[config.mk]
export PLATFORM = sky130hd
export DESIGN_NAME = rss_queue
export DESIGN_NICKNAME = d
export VERILOG_FILES = /design/src/rss_pkg.sv /design/src/rss_queue.sv
export SDC_FILE = /design/constraint.sdc
export NUM_CORES = 1
export LEC_CHECK = 0
export ABC_AREA = 1
export ABC_CLOCK_PERIOD_IN_PS = 13400
export BUFFER_PORTS_ARGS = -buffer_cell sky130_fd_sc_hd__buf_2
export CAP_MARGIN = 10
export CORE_MARGIN = 5
export CORE_UTILIZATION = 55
export DETAILED_ROUTE_END_ITERATION = 12
export MAX_ROUTING_LAYER = met4
export PLACE_DENSITY = 0.83
export SYNTH_ARGS = -nofsm -noshare
export SYNTH_HDL_FRONTEND = slang
export SYNTH_SLANG_ARGS = --single-unit
[constraint.sdc]
create_clock -name i_clk -period 13.4 [get_ports i_clk]
set_clock_uncertainty 0.05 [all_clocks]
set_input_delay 1.34 -clock i_clk [delete_from_list [all_inputs] [get_ports i_clk]]
set_output_delay 1.34 -clock i_clk [all_outputs]
set_load 0.02 [all_outputs]
[src/rss_pkg.sv]
// Shared types and constants for the running sample statistics block.
// Used by the front, queue, back and top-level modules; no dependencies.
package rss_pkg;

    localparam int unsigned MAX_COUNT  = 65536;
    localparam int unsigned CNT_W      = 17;
    localparam int unsigned SUM_W      = 33;
    localparam int unsigned SQS_W      = 47;
    localparam int unsigned SMP_W      = 16;
    localparam int unsigned VAR_W      = 48;
    localparam int unsigned DEV_W      = 32;
    localparam int unsigned MEAN_W     = 32;
    localparam int unsigned FRAC_W     = 16;
    localparam int unsigned PROD_W     = 64;
    localparam int unsigned DEN_W      = 32;
    localparam int unsigned DIFF_W     = 63;
    localparam int unsigned VDVD_W     = DIFF_W + FRAC_W;
    localparam int unsigned MNUM_W     = 48;
    localparam int unsigned ITER_W     = 7;

    localparam logic [CNT_W-1:0] MAX_COUNT_C = CNT_W'(MAX_COUNT);

    // One snapshot of the running statistics, handed from front to back.
    typedef struct packed {
        logic [CNT_W-1:0]        count;
        logic signed [SUM_W-1:0] sum;
        logic [SQS_W-1:0]        sqsum;
        logic signed [SMP_W-1:0] minv;
        logic signed [SMP_W-1:0] maxv;
        logic                    full;
    } t_snap;

    typedef struct packed {
        logic full;
        logic empty;
    } t_q_stat;

endpackage

[src/rss_queue.sv]
// Two-entry queue of statistics snapshots between front and back.
// Depends on rss_pkg for the snapshot and status types.
module rss_queue (
    input  logic             i_clk,
    input  logic             i_rst_n,
    input  logic             i_push,
    input  rss_pkg::t_snap   i_snap,
    input  logic             i_pop,
    output rss_pkg::t_snap   o_snap,
    output rss_pkg::t_q_stat o_stat
);
    rss_pkg::t_snap r_mem [2];
    logic           r_wp, r_rp;
    logic [1:0]     r_cnt;

    always_ff @(posedge i_clk) begin
        if (i_push) r_mem[r_wp] <= i_snap;
    end

    always_ff @(posedge i_clk) begin
        if (!i_rst_n) begin
            r_wp  <= 1'b0;
            r_rp  <= 1'b0;
            r_cnt <= '0;
        end else begin
            if (i_push) r_wp <= !r_wp;
            if (i_pop)  r_rp <= !r_rp;
            r_cnt <= r_cnt + 2'(i_push) - 2'(i_pop);
        end
    end

    assign o_snap       = r_mem[r_rp];
    assign o_stat.full  = r_cnt == 2'd2;
    assign o_stat.empty = r_cnt == 2'd0;
endmodule

==> flow_summary.json <==
{
  "tightest_slew_ps": 1070,
  "cts-htree-levels": 1,
  "fillCellCount": 1096,
  "slew_viol_final": 0,
  "tritoncts": "yes",
  "synth_fa_ha_area_share_pct": 0.260,
  "worstPathRequired_ps": 12010,
  "dr.pass1.iters": 4,
  "vias_per_cell": 5.16,
  "totalPowerFinal_mw": 1.87,
  "std_cell_rows": 48,
  "ant_nets": 0,
  "multi_input_area_sq_um": 1570,
  "worstPathMaxFanout": 69,
  "max_slew_margin_pct": 28.7,
  "ys_seq_area_share_pct": 82.1,
  "ys_seq_elements": 265,
  "synth_top_family_by_area": "multiplexers",
  "synthCells": 437,
  "hold_buffers": 0,
  "wl_per_cell_microns": 19.8,
  "period_needed_ps": 4240,
  "io_buffers": 265,
  "clock.fmax_mhz": 236,
  "wirelength_mm": 19.1,
  "ios": 266,
  "die_h_microns": 142,
  "yosysUniqueCellTypes": 12,
  "status": "complete, no violations",
  "final-seq-area_sq_um": 7910,
  "vias": 4992,
  "synth-compound-area-share_pct": 0.0520,
  "slowest_delay_ps": 870,
  "worstSetupPathType": "flip-flop to primary output",
  "dp_hpwl_mm": 12.8,
  "slowest_stage": "dfxtp_4",
  "synth_nets": 573,
  "setup_slack_ps": 9160,
  "synth.area.mux_share_pct": 15.2,
  "power_density_nw_per_um2": 156,
  "cp_top_family": "buffers and inverters",
  "hold_ws_ps": 499,
  "syn_area_sq_um": 9630,
  "cap_violations": 0,
  "overflow": 0,
  "synth-xor-area-share_pct": 0,
  "syn_area_per_cell_sq_um": 22.0,
  "drc": 0,
  "clk_pin_slew_ps": 60,
  "start_util_pct": 55.9,
  "fin_crit_sh_pct": 31.6,
  "clkLatencyLatePin_ps": 500,
  "cts.sinks": 265,
  "clockRootBuffer": "clkbuf_16",
  "setup_viol": 0,
  "rsz0062_at_grt": "no",
  "stdcell_count": 967,
  "grt_pass1_vias": 5405,
  "synth_simple_gate_area_share_pct": 0.714,
  "hold_class": "flip-flop to flip-flop",
  "antenna_found_initial": 3,
  "worstPathCellList": "buf_4 -> mux2_2 -> buf_2",
  "die_w_microns": 142,
  "drtIter0Drc": 268,
  "cts_resized": 0,
  "grt_use_total_pct": 18.4,
  "cts_buffers": 26,
  "rrSetupSlack_ps": 10900,
  "crit_buf_inv": 2,
  "area_growth_pct": 24.5,
  "p_leak_nw": 4.54,
  "coreArea_sq_um": 17200,
  "crit_arrival_ps": 2850,
  "fin_nets": 856,
  "grt_max_degree": 77,
  "dp.cells": 917,
  "die-area_sq_um": 20300,
  "gp_congestion": 0.784,
  "layout-drive-gt1-share_pct": 59.1,
  "dp_slack_ps": 9650,
  "cts_setup_buffers": 0,
  "startpoint_type": "flip-flop",
  "ys.warnings.count": 0,
  "hold_viol_final": 0,
  "cts.path.max_buffers": 3,
  "critPathCaptureType": "primary output",
  "fin_tns_setup_ps": 0,
  "grt_pass1_wl_mm": 28.0,
  "ir_drop_mv": 0.114
}
==> report_power, final <==
part	total (mW)	leakage, nW	internal (mW)	switching, mW
clock network	0.701	0.411	0.424	0.277
registers	0.977	2.48	0.961	0.0157
logic	0.190	1.64	0.0754	0.115
==> through the flow <==
stage | instance area, sq um | utilization, %
after floorplan | 9630 | -
after global placement | 11100 | 64.7
after detailed placement | 11100 | 64.7
after CTS | 12000 | 69.5
after global routing | 12000 | 69.6
final | 12000 | 69.6
==> Yosys cell counts <==
cell | instances | area share (%)
buf_4 | 1 | 0.078
buf_2 | 3 | 0.16
ha_1 | 2 | 0.26
buf_6 | 10 | 1.2
dfxtp_1 | 5 | 1.0
inv_1 | 7 | 0.27
mux2_2 | 130 | 15
nand2_1 | 8 | 0.31
nor2_1 | 9 | 0.35
edfxtp_1 | 260 | 81
nand3_1 | 1 | 0.052
a21oi_1 | 1 | 0.052
==> layout make-up <==
type                    instances  area share [%]
well taps                     225            2.35
clock buffers                  33            5.82
clock inverters                14            1.15
flip-flops and latches        265            66.0
diodes                          3          0.0626
multi-input cells             151            13.1
inverters                       7           0.240
repair buffers                269            11.3
==> layer usage <==
layer	global-route usage, %	vias up	share of wire (%)
li1	-	2293	-
met1	21.6	2449	38
met2	32.4	206	53
met3	3.33	44	6.8
met4	6.10	0	2.8
met5	-	-	0
==> cell families after synthesis <==
| logic type | count (synthesis) |
|---|---|
| compound gates | 1 |
| buf+inv | 21 |
| flops | 265 |
| simple gates | 18 |
| fa+ha+maj | 2 |
| mux | 130 |
==> path summary, 6_finish.rpt <==
path                             endpoint              start  cells past startpoint
hold reg to reg                 flip-flop  r_rp$_SDFFE_PN0P_                      2
setup reg to reg  r_mem[1][120]$_DFFE_PP_  r_wp$_SDFFE_PN0P_                      3
hold / removal                  flip-flop  r_rp$_SDFFE_PN0P_                      2
setup / recovery              o_snap[127]          flip-flop                      3
==> placed cells by master, fill, tap and decap left out <==
| master | count |
|---|---|
| a21oi_1 | 1 |
| buf_2 | 265 |
| buf_4 | 4 |
| bufinv_16 | 3 |
| clkbuf_1 | 6 |
| clkbuf_16 | 27 |
| clkinv_1 | 6 |
| clkinv_2 | 5 |
| dfxtp_1 | 4 |
| dfxtp_4 | 1 |
| diode_2 | 3 |
| edfxtp_1 | 260 |
| ha_1 | 2 |
| inv_1 | 6 |
| inv_4 | 1 |
| mux2_2 | 130 |
| nand2_1 | 8 |
| nand3_1 | 1 |
| nor2_1 | 8 |
| nor2_4 | 1 |
==> flip-flops by register name (all words and copies together) (netlist names), named ones only <==
signal  cells
r_cnt       2
r_wp        1
r_mem     260
r_rp        1
==> worst register-to-register path, cell delays in order (launching register included) <==
cell and delay, ps:
dfxtp_1 400, nand2_1 140, inv_4 530, buf_4 890
Note: power is estimated with default switching activity, not from simulation.
