[src/rss_pkg.sv]
// Shared types and constants for the running sample statistics block.
// Used by the front, queue, back and top-level modules; no dependencies.
package rss_pkg;

    localparam int unsigned MAX_COUNT  = 65536;
    localparam int unsigned CNT_W      = 17;
    localparam int unsigned SUM_W      = 33;
    localparam int unsigned SQS_W      = 47;
    localparam int unsigned SMP_W      = 16;
    localparam int unsigned VAR_W      = 48;
    localparam int unsigned DEV_W      = 32;
    localparam int unsigned MEAN_W     = 32;
    localparam int unsigned FRAC_W     = 16;
    localparam int unsigned PROD_W     = 64;
    localparam int unsigned DEN_W      = 32;
    localparam int unsigned DIFF_W     = 63;
    localparam int unsigned VDVD_W     = DIFF_W + FRAC_W;
    localparam int unsigned MNUM_W     = 48;
    localparam int unsigned ITER_W     = 7;

    localparam logic [CNT_W-1:0] MAX_COUNT_C = CNT_W'(MAX_COUNT);

    // One snapshot of the running statistics, handed from front to back.
    typedef struct packed {
        logic [CNT_W-1:0]        count;
        logic signed [SUM_W-1:0] sum;
        logic [SQS_W-1:0]        sqsum;
        logic signed [SMP_W-1:0] minv;
        logic signed [SMP_W-1:0] maxv;
        logic                    full;
    } t_snap;

    typedef struct packed {
        logic full;
        logic empty;
    } t_q_stat;

endpackage

[src/rss_front.sv]
// Front end: accepts samples and keeps count, sum, sum of squares, min, max.
// Depends on rss_pkg; pushes one snapshot per accepted word into the queue.
module rss_front (
    input  logic                 i_clk,
    input  logic                 i_rst_n,
    input  logic                 i_valid,
    input  logic signed [15:0]   i_sample,
    input  rss_pkg::t_q_stat     i_q_stat,
    output logic                 o_stall,
    output logic                 o_push,
    output rss_pkg::t_snap       o_snap
);
    logic [rss_pkg::CNT_W-1:0]        r_count, n_count;
    logic signed [rss_pkg::SUM_W-1:0] r_sum, n_sum;
    logic [rss_pkg::SQS_W-1:0]        r_sqsum, n_sqsum;
    logic signed [15:0]               r_min, n_min, r_max, n_max;
    logic                             is_full;
    logic                             take;
    logic [15:0]                      mag;
    logic [31:0]                      sq;

    assign o_stall = i_q_stat.full;
    assign take    = i_valid && !i_q_stat.full;
    assign is_full = r_count >= rss_pkg::MAX_COUNT_C;
    assign mag     = i_sample[15] ? 16'(-i_sample) : 16'(i_sample);
    assign sq      = mag * mag;

    always_comb begin
        n_count = r_count;
        n_sum   = r_sum;
        n_sqsum = r_sqsum;
        n_min   = r_min;
        n_max   = r_max;
        if (!is_full) begin
            n_count = r_count + 1'b1;
            n_sum   = r_sum + rss_pkg::SUM_W'(i_sample);
            n_sqsum = r_sqsum + rss_pkg::SQS_W'(sq);
            if (i_sample < r_min) n_min = i_sample;
            if (i_sample > r_max) n_max = i_sample;
        end
    end

    always_ff @(posedge i_clk) begin
        if (!i_rst_n) begin
            r_count <= '0;
            r_sum   <= '0;
            r_sqsum <= '0;
            r_min   <= 16'sh7FFF;
            r_max   <= 16'sh8000;
        end else if (take) begin
            r_count <= n_count;
            r_sum   <= n_sum;
            r_sqsum <= n_sqsum;
            r_min   <= n_min;
            r_max   <= n_max;
        end
    end

    assign o_push       = take;
    assign o_snap.count = n_count;
    assign o_snap.sum   = n_sum;
    assign o_snap.sqsum = n_sqsum;
    assign o_snap.minv  = n_min;
    assign o_snap.maxv  = n_max;
    assign o_snap.full  = is_full;
endmodule

[config.mk]
export PLATFORM = sky130hd
export DESIGN_NAME = rss_front
export DESIGN_NICKNAME = d
export VERILOG_FILES = /design/src/rss_pkg.sv /design/src/rss_front.sv
export SDC_FILE = /design/constraint.sdc
export NUM_CORES = 1
export LEC_CHECK = 0
export ABC_AREA = 1
export BUFFER_PORTS_ARGS = -buffer_cell sky130_fd_sc_hd__buf_2
export CAP_MARGIN = 20
export CORE_AREA = 2 2 145 253
export CTS_CLUSTER_SIZE = 14
export DETAILED_ROUTE_END_ITERATION = 6
export DIE_AREA = 0 0 147 255
export PLACE_DENSITY = 0.79
export SLEW_MARGIN = 20
export SYNTH_ARGS = -nofsm -noshare
export SYNTH_HDL_FRONTEND = slang
export SYNTH_SLANG_ARGS = --single-unit
[constraint.sdc]
create_clock -name i_clk -period 6.2 [get_ports i_clk]
set_clock_uncertainty 0.1 [all_clocks]
set_input_delay 0.31 -clock i_clk [delete_from_list [all_inputs] [get_ports i_clk]]
set_output_delay 0.31 -clock i_clk [all_outputs]
set_load 0.01 [all_outputs]
==> metrics <==
Core Box Area 35700 um^2; Post-Syn Instances 3060; Nets 3930; Post-Synth Simple-Gate Area 0.296; Critical-path top delay cell fa_1; Multi-input gate area 16500 um^2; setup TNS -46.83 ns; crit-path max FO 4; Adder-Cell Fraction of Synth Area 0.306; DR pass1 iterations 6; Clock Root Buffer clkbuf_16; gr ovfl total 0; number of synthesized flops with an enable pin 0; PortBufs 151; top post-synthesis cells by area fa_1 20%, nand2_1 14%, inv_1 14%; Slew headroom 0.280; crit end category output port; Worst-Margin Slew 1.08 ns; WL per Instance 19.3 um; Worst Slack Setup Final -1.15 ns; post-synthesis cell type count 50; Worst-Skew Late Latency 0.48 ns; main combinational cell family by area after synthesis adder cells; DR vias 22196; RSZ-0062 raised after global routing yes; CTS tree built; Final ANT Viol Nets 0; Vias/cell 5.52; cts bufs inserted 17; cts hold-fix bufs 0; clock sink count 129; Yosys reg bits 129; initial antenna violation count 0; final wirelength 77800 um; Synth top area share 0.197; Mapped Area 19900 um^2; f_max 0.136 GHz; Die Span X 147 um; max-slew violations 0; Main synth FF type dfxtp_1; internal reg-to-reg setup slack 0.95 ns; Synth async-reset ratio 0; Initial Util 0.557; Tcrit/Tclk final 1.18; Design Area, Final 27500 um^2; Critical Path RT 5.79 ns; Starting DRT DRC Count 1499; layout cell share with drive strength beyond 1 0.328; vias in the first global route 22149; critical path's top delay family adder cells; CP Class input pin to output port; Final Hold Fails 0; Die Area 37500 um^2; first-pass GRT wire length 111000 um; Final GP Congestion 1.00; Final min period 7.35 ns; outcome finished with violations; pre-CTS setup slack -1.04 ns; antenna cells 0; Area Overhead vs Synth 38.6%; most common cell after layout, fill and taps aside inv_1; drc violations 0; violated checks negative setup slack; CP peak stage delay 0.74 ns; clock tree buffer depth 2; Synth Area per Inst 6.49 um^2; largest net degree at the start of global routing 145; clock slew at reported path FFs 0.08 ns; WP data arrival 6.94 ns; mux contribution to synthesized area 0; FF+latch area 2580 um^2; cell taking the most area after synthesis fa_1; Yosys Warn Count 0; CP Launch Type input pin; Rows 92; Seq/Total Area, Yosys 0.130; number of max-cap violations 0; commonest non-fill, non-tap cells in the layout 631 x inv_1, 578 x nand2_1, 292 x buf_4; H-tree levels 4; total track usage 0.382; xor/xnor cell area share of the yosys netlist 0.0245; FILL cells 2496; DPL Wire Length 55100 um; critical path buffer and inverter count 11; Top-Level Pins 153; DP Area 23800 um^2; Die Y 255 um; Synth Area in Compound Gates 0.0818; final setup fails 71; worst hold path type input pin to register
[per-stage QoR]
step | hold WS, ns | std cells | util
CTS | 0.0634 | 3984 | 0.733
detailed placement | 0.353 | 3888 | 0.667
finish | 0.0801 | 4024 | 0.772
floorplan | 0.341 | 3069 | -
global placement | 0.349 | 3888 | 0.667
global route | 0.0913 | 4024 | 0.772
[registers in the layout, summed over array words and instances (netlist names)]
register	cells
r_max	16
r_sqsum	47
r_sum	33
r_count	17
r_min	16
[layout make-up]
class	instances	share of cell area
clock buffers	17	0.0154
clock inverters	15	0.00709
inverters	758	0.106
multi-input cells	2102	0.599
flip-flops and latches	129	0.0938
well taps	470	0.0214
repair buffers	533	0.157
[layer usage]
layer  global-route usage  share of wire
met5                    0              0
met4                0.296           0.11
met3               0.0615          0.068
met2                0.707           0.50
met1                0.379           0.32
[cell usage after synthesis (4+ instances only)]
cell type	count
nand2_1	756
inv_1	732
nor2_1	282
fa_1	196
nand3_1	180
ha_1	172
a21oi_1	155
dfxtp_1	129
o21ai_0	97
clkbuf_1	52
nand4_1	42
xor2_1	32
nor3_1	22
inv_2	20
nor2_2	19
and2_1	16
buf_2	13
xnor2_1	13
a211oi_1	11
nand3b_1	11
nor2_4	11
nand3_2	10
a21boi_0	8
nand2_2	8
buf_1	7
o21ai_1	6
o21bai_1	6
a21o_1	5
buf_4	4
buf_6	4
inv_4	4
xor2_2	4
[final timing paths]
check | start | to | depth (start not counted)
setup / recovery | i_sample[3] | o_snap[61] | 34
hold / removal | i_rst_n | r_count[9] | 3
setup reg to reg | r_sqsum[9] | r_sqsum[36] | 28
hold reg to reg | r_min[4] | r_min[4] | 2
[kinds of logic (layout without fill, tap and decap cells)]
| family | count (synthesis) | after routing |
|---|---|---|
| fa+ha+maj | 368 | 368 |
| other cells | 2 | 11 |
| xor+xnor | 50 | 50 |
| simple gates | 1371 | 1371 |
| compound gates | 302 | 302 |
| buf+inv | 838 | 1323 |
| flops | 129 | 129 |
[what timing repair did]
| item | CTS | global route |
|---|---|---|
| endpoints found under the setup margin | 72 | 75 |
| endpoints found under the hold margin | 0 | 0 |
| setup buffers | 79 | 55 |
| gates cloned | 0 | 0 |
| resized for setup | 336 | 302 |
| pin swaps | 178 | 190 |
[worst reg2reg max path: cells and delay by family, from the launching register on]
kind / cells / cell delay (ns)
buffers and inverters: 10 / 1.11
adders and majority gates: 5 / 2.38
and+or+nand+nor: 13 / 1.26
DFF: 1 / 0.36
Power is left out: the tool's default activity adds up to more than one toggle a clock period on the data nets, which glitch-free logic cannot reach.
