$ cat config.mk
export PLATFORM = sky130hd
export DESIGN_NAME = rss_back
export DESIGN_NICKNAME = d
export VERILOG_FILES = /design/src/rss_pkg.sv /design/src/rss_back.sv
export SDC_FILE = /design/constraint.sdc
export NUM_CORES = 2
export LEC_CHECK = 0
export BUFFER_PORTS_ARGS = -buffer_cell sky130_fd_sc_hd__buf_2
export CORE_ASPECT_RATIO = 0.75
export CORE_MARGIN = 1.5
export CORE_UTILIZATION = 40
export CTS_CLUSTER_DIAMETER = 60
export DETAILED_ROUTE_END_ITERATION = 8
export GPL_ROUTABILITY_DRIVEN = 0
export GPL_TIMING_DRIVEN = 0
export PLACE_DENSITY = 0.66
export RECOVER_POWER = 25
export SYNTH_ARGS = -nofsm -noshare
export SYNTH_HDL_FRONTEND = slang
export SYNTH_SLANG_ARGS = --single-unit
$ cat constraint.sdc
create_clock -name i_clk -period 9.8 [get_ports i_clk]
set_clock_uncertainty 0.05 [all_clocks]
set_input_delay 0.49 -clock i_clk [delete_from_list [all_inputs] [get_ports i_clk]]
set_output_delay 0.49 -clock i_clk [all_outputs]
set_load 0.02 [all_outputs]
$ cat src/rss_pkg.sv
// Shared types and constants for the running sample statistics block.
// Used by the front, queue, back and top-level modules; no dependencies.
package rss_pkg;

    localparam int unsigned MAX_COUNT  = 65536;
    localparam int unsigned CNT_W      = 17;
    localparam int unsigned SUM_W      = 33;
    localparam int unsigned SQS_W      = 47;
    localparam int unsigned SMP_W      = 16;
    localparam int unsigned VAR_W      = 48;
    localparam int unsigned DEV_W      = 32;
    localparam int unsigned MEAN_W     = 32;
    localparam int unsigned FRAC_W     = 16;
    localparam int unsigned PROD_W     = 64;
    localparam int unsigned DEN_W      = 32;
    localparam int unsigned DIFF_W     = 63;
    localparam int unsigned VDVD_W     = DIFF_W + FRAC_W;
    localparam int unsigned MNUM_W     = 48;
    localparam int unsigned ITER_W     = 7;

    localparam logic [CNT_W-1:0] MAX_COUNT_C = CNT_W'(MAX_COUNT);

    // One snapshot of the running statistics, handed from front to back.
    typedef struct packed {
        logic [CNT_W-1:0]        count;
        logic signed [SUM_W-1:0] sum;
        logic [SQS_W-1:0]        sqsum;
        logic signed [SMP_W-1:0] minv;
        logic signed [SMP_W-1:0] maxv;
        logic                    full;
    } t_snap;

    typedef struct packed {
        logic full;
        logic empty;
    } t_q_stat;

endpackage

$ cat src/rss_back.sv
// Back end: mean divider, variance numerator, variance divider and square root.
// Depends on rss_pkg; pops snapshots from the queue and holds the result word.
module rss_back (
    input  logic                  i_clk,
    input  logic                  i_rst_n,
    input  rss_pkg::t_snap        i_snap,
    input  rss_pkg::t_q_stat      i_q_stat,
    output logic                  o_pop,
    input  logic                  i_out_stall,
    output logic                  o_out_valid,
    output logic [16:0]           o_sample_count,
    output logic signed [31:0]    o_mean_value,
    output logic signed [15:0]    o_min_value,
    output logic signed [15:0]    o_max_value,
    output logic [47:0]           o_variance_value,
    output logic [31:0]           o_deviation_value,
    output logic                  o_spread_valid,
    output logic                  o_full_flag
);
    localparam logic [2:0] S_IDLE = 3'd0;
    localparam logic [2:0] S_MUL  = 3'd1;
    localparam logic [2:0] S_SQ   = 3'd2;
    localparam logic [2:0] S_LOAD = 3'd3;
    localparam logic [2:0] S_VDIV = 3'd4;
    localparam logic [2:0] S_SQRT = 3'd5;
    localparam logic [2:0] S_DONE = 3'd6;

    localparam logic [rss_pkg::ITER_W-1:0] MUL_ITERS  = rss_pkg::ITER_W'(rss_pkg::CNT_W);
    localparam logic [rss_pkg::ITER_W-1:0] VDIV_ITERS = rss_pkg::ITER_W'(rss_pkg::VDVD_W);
    localparam logic [rss_pkg::ITER_W-1:0] SQRT_ITERS = rss_pkg::ITER_W'(rss_pkg::DEV_W);
    localparam logic [rss_pkg::ITER_W-1:0] MDIV_ITERS = rss_pkg::ITER_W'(rss_pkg::MNUM_W);

    logic [2:0]                        r_state;
    logic [rss_pkg::ITER_W-1:0]        r_cnt;
    rss_pkg::t_snap                    r_snap;
    logic [31:0]                       r_smag;
    logic                              r_neg;

    logic [rss_pkg::PROD_W-1:0]        r_acc, r_mcand, r_sq;
    logic [rss_pkg::CNT_W-1:0]         r_mplier;
    logic [rss_pkg::DEN_W-1:0]         r_den;
    logic [rss_pkg::VDVD_W-1:0]        r_dvd;
    logic [rss_pkg::DEN_W-1:0]         r_rem;
    logic [rss_pkg::VAR_W-1:0]         r_var;
    logic [63:0]                       r_sx;
    logic [32:0]                       r_srem;
    logic [31:0]                       r_root;

    logic                              r_mbusy;
    logic [rss_pkg::ITER_W-1:0]        r_mcnt;
    logic [rss_pkg::MNUM_W-1:0]        r_mnum;
    logic [rss_pkg::CNT_W-1:0]         r_mrem;
    logic [31:0]                       r_mq;

    logic                              r_out_valid;
    logic                              start;
    logic                              finish;
    logic [32:0]                       sum_abs;
    logic [32:0]                       vtrial;
    logic [34:0]                       strial;
    logic [33:0]                       sroot;
    logic [17:0]                       mtrial;
    logic [rss_pkg::PROD_W-1:0]        diff;
    logic [31:0]                       mean_mag;

    assign start   = (r_state == S_IDLE) && !i_q_stat.empty;
    assign o_pop   = start;
    assign finish  = (r_state == S_DONE) && !r_mbusy && (!r_out_valid || !i_out_stall);
    assign sum_abs = i_snap.sum[32] ? 33'(-i_snap.sum) : 33'(i_snap.sum);
    assign vtrial  = {r_rem, r_dvd[rss_pkg::VDVD_W-1]};
    assign strial  = {r_srem, r_sx[63:62]};
    assign sroot   = {r_root, 2'b01};
    assign mtrial  = {r_mrem, r_mnum[rss_pkg::MNUM_W-1]};
    assign diff    = r_acc - r_sq;
    assign mean_mag = r_mq + 32'(r_mrem != '0);

    always_ff @(posedge i_clk) begin
        if (!i_rst_n) begin
            r_state <= S_IDLE;
            r_mbusy <= 1'b0;
        end else begin
            unique case (r_state)
                S_IDLE: if (start) begin
                    r_state <= (i_snap.count >= rss_pkg::CNT_W'(2)) ? S_MUL : S_DONE;
                    r_mbusy <= i_snap.count != '0;
                end
                S_MUL:  if (r_cnt == MUL_ITERS - 1'b1) r_state <= S_SQ;
                S_SQ:   r_state <= S_LOAD;
                S_LOAD: r_state <= S_VDIV;
                S_VDIV: if (r_cnt == VDIV_ITERS - 1'b1) r_state <= S_SQRT;
                S_SQRT: if (r_cnt == SQRT_ITERS - 1'b1) r_state <= S_DONE;
                S_DONE: if (finish) r_state <= S_IDLE;
                default: r_state <= S_IDLE;
            endcase
            if (r_mbusy && r_mcnt == MDIV_ITERS - 1'b1) r_mbusy <= 1'b0;
        end
    end

    // Datapath: shift-add multiply, restoring division and digit-by-digit root.
    always_ff @(posedge i_clk) begin
        case (r_state)
            S_IDLE: begin
                r_cnt    <= '0;
                r_snap   <= i_snap;
                r_smag   <= sum_abs[31:0];
                r_neg    <= i_snap.sum[32];
                r_acc    <= '0;
                r_mcand  <= rss_pkg::PROD_W'(i_snap.sqsum);
                r_mplier <= i_snap.count;
                r_var    <= '0;
                r_root   <= '0;
            end
            S_MUL: begin
                if (r_mplier[0]) r_acc <= r_acc + r_mcand;
                r_mcand  <= r_mcand << 1;
                r_mplier <= r_mplier >> 1;
                r_cnt    <= r_cnt + 1'b1;
            end
            S_SQ: begin
                r_sq  <= r_smag * r_smag;
                r_den <= rss_pkg::DEN_W'(r_snap.count * (r_snap.count - 1'b1));
                r_cnt <= '0;
            end
            S_LOAD: begin
                r_dvd <= {diff[rss_pkg::DIFF_W-1:0], {rss_pkg::FRAC_W{1'b0}}};
                r_rem <= '0;
            end
            S_VDIV: begin
                if (vtrial >= {1'b0, r_den}) begin
                    r_rem <= rss_pkg::DEN_W'(vtrial - {1'b0, r_den});
                    r_var <= {r_var[rss_pkg::VAR_W-2:0], 1'b1};
                end else begin
                    r_rem <= vtrial[rss_pkg::DEN_W-1:0];
                    r_var <= {r_var[rss_pkg::VAR_W-2:0], 1'b0};
                end
                r_dvd <= r_dvd << 1;
                if (r_cnt == VDIV_ITERS - 1'b1) begin
                    r_cnt  <= '0;
                    r_srem <= '0;
                    r_root <= '0;
                end else begin
                    r_cnt <= r_cnt + 1'b1;
                end
            end
            S_SQRT: begin
                if (r_cnt == '0) begin
                    // First step takes the top digit of the freshly scaled variance.
                    r_sx   <= {r_var[rss_pkg::VAR_W-3:0], {rss_pkg::FRAC_W{1'b0}}, 2'b00};
                    if ({33'd0, r_var[rss_pkg::VAR_W-1 -: 2]} >= 35'd1) begin
                        r_srem <= 33'({33'd0, r_var[rss_pkg::VAR_W-1 -: 2]} - 35'd1);
                        r_root <= 32'd1;
                    end else begin
                        r_srem <= 33'(r_var[rss_pkg::VAR_W-1 -: 2]);
                        r_root <= 32'd0;
                    end
                end else begin
                    r_sx <= r_sx << 2;
                    if (strial >= {1'b0, sroot}) begin
                        r_srem <= 33'(strial - {1'b0, sroot});
                        r_root <= {r_root[30:0], 1'b1};
                    end else begin
                        r_srem <= strial[32:0];
                        r_root <= {r_root[30:0], 1'b0};
                    end
                end
                r_cnt <= r_cnt + 1'b1;
            end
            default: ;
        endcase
    end

    // The mean divider runs alongside the variance sequence.
    always_ff @(posedge i_clk) begin
        if (start) begin
            r_mcnt <= '0;
            r_mnum <= {sum_abs[31:0], {rss_pkg::FRAC_W{1'b0}}};
            r_mrem <= '0;
            r_mq   <= '0;
        end else if (r_mbusy) begin
            if (mtrial >= {1'b0, r_snap.count}) begin
                r_mrem <= rss_pkg::CNT_W'(mtrial - {1'b0, r_snap.count});
                r_mq   <= {r_mq[30:0], 1'b1};
            end else begin
                r_mrem <= mtrial[rss_pkg::CNT_W-1:0];
                r_mq   <= {r_mq[30:0], 1'b0};
            end
            r_mnum <= r_mnum << 1;
            r_mcnt <= r_mcnt + 1'b1;
        end
    end

    always_ff @(posedge i_clk) begin
        if (!i_rst_n) begin
            r_out_valid <= 1'b0;
        end else if (finish) begin
            r_out_valid <= 1'b1;
        end else if (!i_out_stall) begin
            r_out_valid <= 1'b0;
        end
    end

    always_ff @(posedge i_clk) begin
        if (finish) begin
            o_sample_count    <= r_snap.count;
            if (r_snap.count == '0) o_mean_value <= '0;
            else if (r_neg)         o_mean_value <= -$signed(mean_mag);
            else                    o_mean_value <= $signed(r_mq);
            o_min_value       <= r_snap.minv;
            o_max_value       <= r_snap.maxv;
            o_variance_value  <= r_var;
            o_deviation_value <= r_root;
            o_spread_valid    <= r_snap.count >= rss_pkg::CNT_W'(2);
            o_full_flag       <= r_snap.full;
        end
    end

    assign o_out_valid = r_out_valid;
endmodule

==> key figures <==
Run status
  – Status: complete, but fails checks
  – Failing checks: max-capacitance violations, max-slew violations

Worst setup path
  – Critical path type: reg2reg
  – Critical path peak fanout: 10
  – Arr. time, crit path: approximately 10 ns
  – R2r setup slk: roughly 0.20 ns
  – Startpoint types: flop
  – CP Capture Type: flop
  – CP Data Required Time: between 10 and 15 ns

Route
  – ANT nets after route: 0
  – Pre-antenna DRT Iters: 6
  – Vias: a little over 60000
  – Final WL: between 200000 and 250000 um
  – Via/cell ratio: about 5.4
  – Routed length per instance: 21.3 um
  – DRT iter0 DRCs: between 6000 and 7000
  – DRC viols: 0

STA
  – Final Hold Fails: 0
  – Fmax: ~100 MHz
  – Setup-failing EPs final: 0
  – Slew margin rel.: -13.7%
  – Worst Max-Slew Pin Slew: 1.71 ns
  – Crit path time final: ~9.6 ns
  – Worst hold slack: 0.0452 ns
  – Tcrit/Tclk final: between 90% and 100%
  – Final max-slew violation count: 32

Global routing
  – Pin count of the biggest net entering global routing: 64
  – Gr usage total: 23.4%
  – Initial antenna violation count: 21
  – Number of global-route vias before repair: around 62000
  – First-pass GRT wire length: between 300000 and 400000 um
  – Total gr overflow: 0

Synthesis
  – Sequential area share after synthesis: 29.7%
  – Netlist Area Pre-Place: slightly above 80000 um^2
  – Unique masters post-synth: a little over 90
  – Ys Warns: 0
  – Top cell type's share of synthesized area: 28.2%
  – Top_reg_cell synth: edfxtp_1
  – Flops & latches, synth: approximately 840
  – Syn_area_per_cell: roughly 10 um^2
  – Syn_nets: around 10000
  – Async set-reset flop share out of synthesis: 0%
  – Ranking of synthesized cells by area: edfxtp_1, fa_1, ha_1
  – Dominant cell type by area after synthesis: edfxtp_1
  – Syn Inst Count: around 8000
  – EDFF count, synth: slightly below 800

Floorplanning
  – Die Ht: ~400 um
  – Die area: approximately 210000 um^2
  – Initial Util: 40.2%
  – Row cnt: between 100 and 150
  – Die X-Extent: between 500 and 600 um
  – Core region area: between 200000 and 250000 um^2
  – # IOs: 300

Clock tree
  – Reg clk slew, reported paths: approximately 0.060 ns
  – H-tree depth: 3
  – CTS root buffer: clkbuf_16
  – CTS tree: yes
  – Clock sinks: 836
  – Clock Latency Late Sink: 0.77 ns
  – Clock buffer depth: 3
  – CTS Buf Count: about 100

Final layout
  – Share of layout cells above drive strength 1: approximately 5.2%
  – Area grow syn2layout: 11.3%
  – Commonest non-fill, non-tap cell in the layout: inv_1
  – Final nets: between 10000 and 15000
  – Commonest non-fill, non-tap cells in the layout: inv_1, fa_1, nand2_1

Run
  – Max-cap violations: 1

Place
  – Port bufs: between 200 and 300
  – Post-DP HPWL: around 200000 um

Min path
  – Hold WC Path Type: in2reg
[routing by layer]
layer / track usage (%) / vias to the layer above / wire, um
met2: 34.5 / 2985 / 103000
li1: - / 27800 / -
met1: 33.0 / 30500 / 107000
met3: 6.84 / 490 / 27100
met4: 7.62 / 16 / 8830
met5: 0 / - / 111
[final timing paths]
kind,from,end,depth (start not counted)
hold / removal,i_snap[53],r_mcand[20],3
hold reg to reg,r_snap[15],o_max_value[14],0
setup / recovery,r_smag[8],r_sq[62],27
setup reg to reg,r_smag[8],r_sq[62],27
[per-stage QoR]
stage                     TNS (ns)  cell area, um^2  instances  worst slack, ns  utilization (%)
after floorplan                  0            82600       8241             1.49                -
after global placement    -1415.21            87500      11200            -7.49             42.6
after detailed placement     -2.01            88000      11300           -0.426             42.9
after CTS                        0            92100      11500           0.0442             44.9
after global routing       -0.0108            91900      11500          -0.0108             44.8
final                            0            91900      11500            0.201             44.8
[synth_stat cells, drive strengths merged, types with 81 or more instances]
| library cell | number |
|---|---|
| a21oi | 411 |
| nand2b | 188 |
| nor2 | 579 |
| nand2 | 839 |
| a21o | 185 |
| ha | 635 |
| clkbuf | 274 |
| xor2 | 133 |
| xnor2 | 213 |
| inv | 1491 |
| edfxtp | 775 |
| nand3 | 81 |
| and2 | 227 |
| fa | 1048 |
| o21ai | 209 |
| and3 | 116 |
[what timing repair did]
item / 4_1_cts / 5_1_grt
setup endpoints to repair: 8 / 13
resized for setup: 10 / 93
hold buffers: 69 / 0
setup buffers: 0 / 5
endpoints found under the hold margin: 82 / 0
[cells by family after synthesis]
logic type / synth area share, %
flip-flops: 29.7
buffers and inverters: 8.25
adder cells (fa/ha/maj): 35.0
AND/OR/NAND/NOR: 13.0
AO/OA/AOI/OAI: 8.97
multiplexers: 1.47
XOR/XNOR: 3.67
[worst max-delay path, stage by stage, from the launching register on]
cell and delay (ns):
edfxtp_1 0.93, clkbuf_2 0.57, nand2_1 0.21, inv_1 0.15, fa_1 0.45, fa_1 0.63
inv_1 0.09, fa_1 0.50, fa_1 0.51, inv_1 0.06, fa_1 0.55, fa_1 0.43
fa_1 0.49, inv_1 0.05, fa_1 0.75, inv_1 0.09, ha_1 0.46, nand2_1 0.15
o21ai_0 0.33, a21oi_1 0.08, or3_1 0.36, o21ai_0 0.09, o211ai_1 0.17, o211ai_1 0.23
a21oi_1 0.19, a41o_1 0.34, o211ai_1 0.25, xnor2_1 0.25
[flip-flops by register name (all words and copies together) (netlist names), 31 cells and up]
signal and count:
r_acc 63, r_dvd 63, r_mcand 63, r_sq 62
r_snap 50, o_variance_value 48, r_var 48, r_sx 46
r_srem 33, o_deviation_value 32, o_mean_value 32, r_mnum 32
r_mq 32, r_rem 32, r_root 32, r_smag 32
r_den 31
[final cells by class]
| type | instances | area (um^2) |
|---|---|---|
| fill | 19300 | 113000 |
| multi-input combinational | 5600 | 51400 |
| sequential | 836 | 24500 |
| inverter | 1498 | 5620 |
| tap | 2701 | 3380 |
| clock buffer | 117 | 2610 |
| timing repair buffer | 403 | 2440 |
| buffer | 302 | 1240 |
| clock inverter | 68 | 777 |
| antenna | 9 | 22.5 |
Power is left out: the tool's default activity adds up to more than one toggle a clock period on the data nets, which glitch-free logic cannot reach.
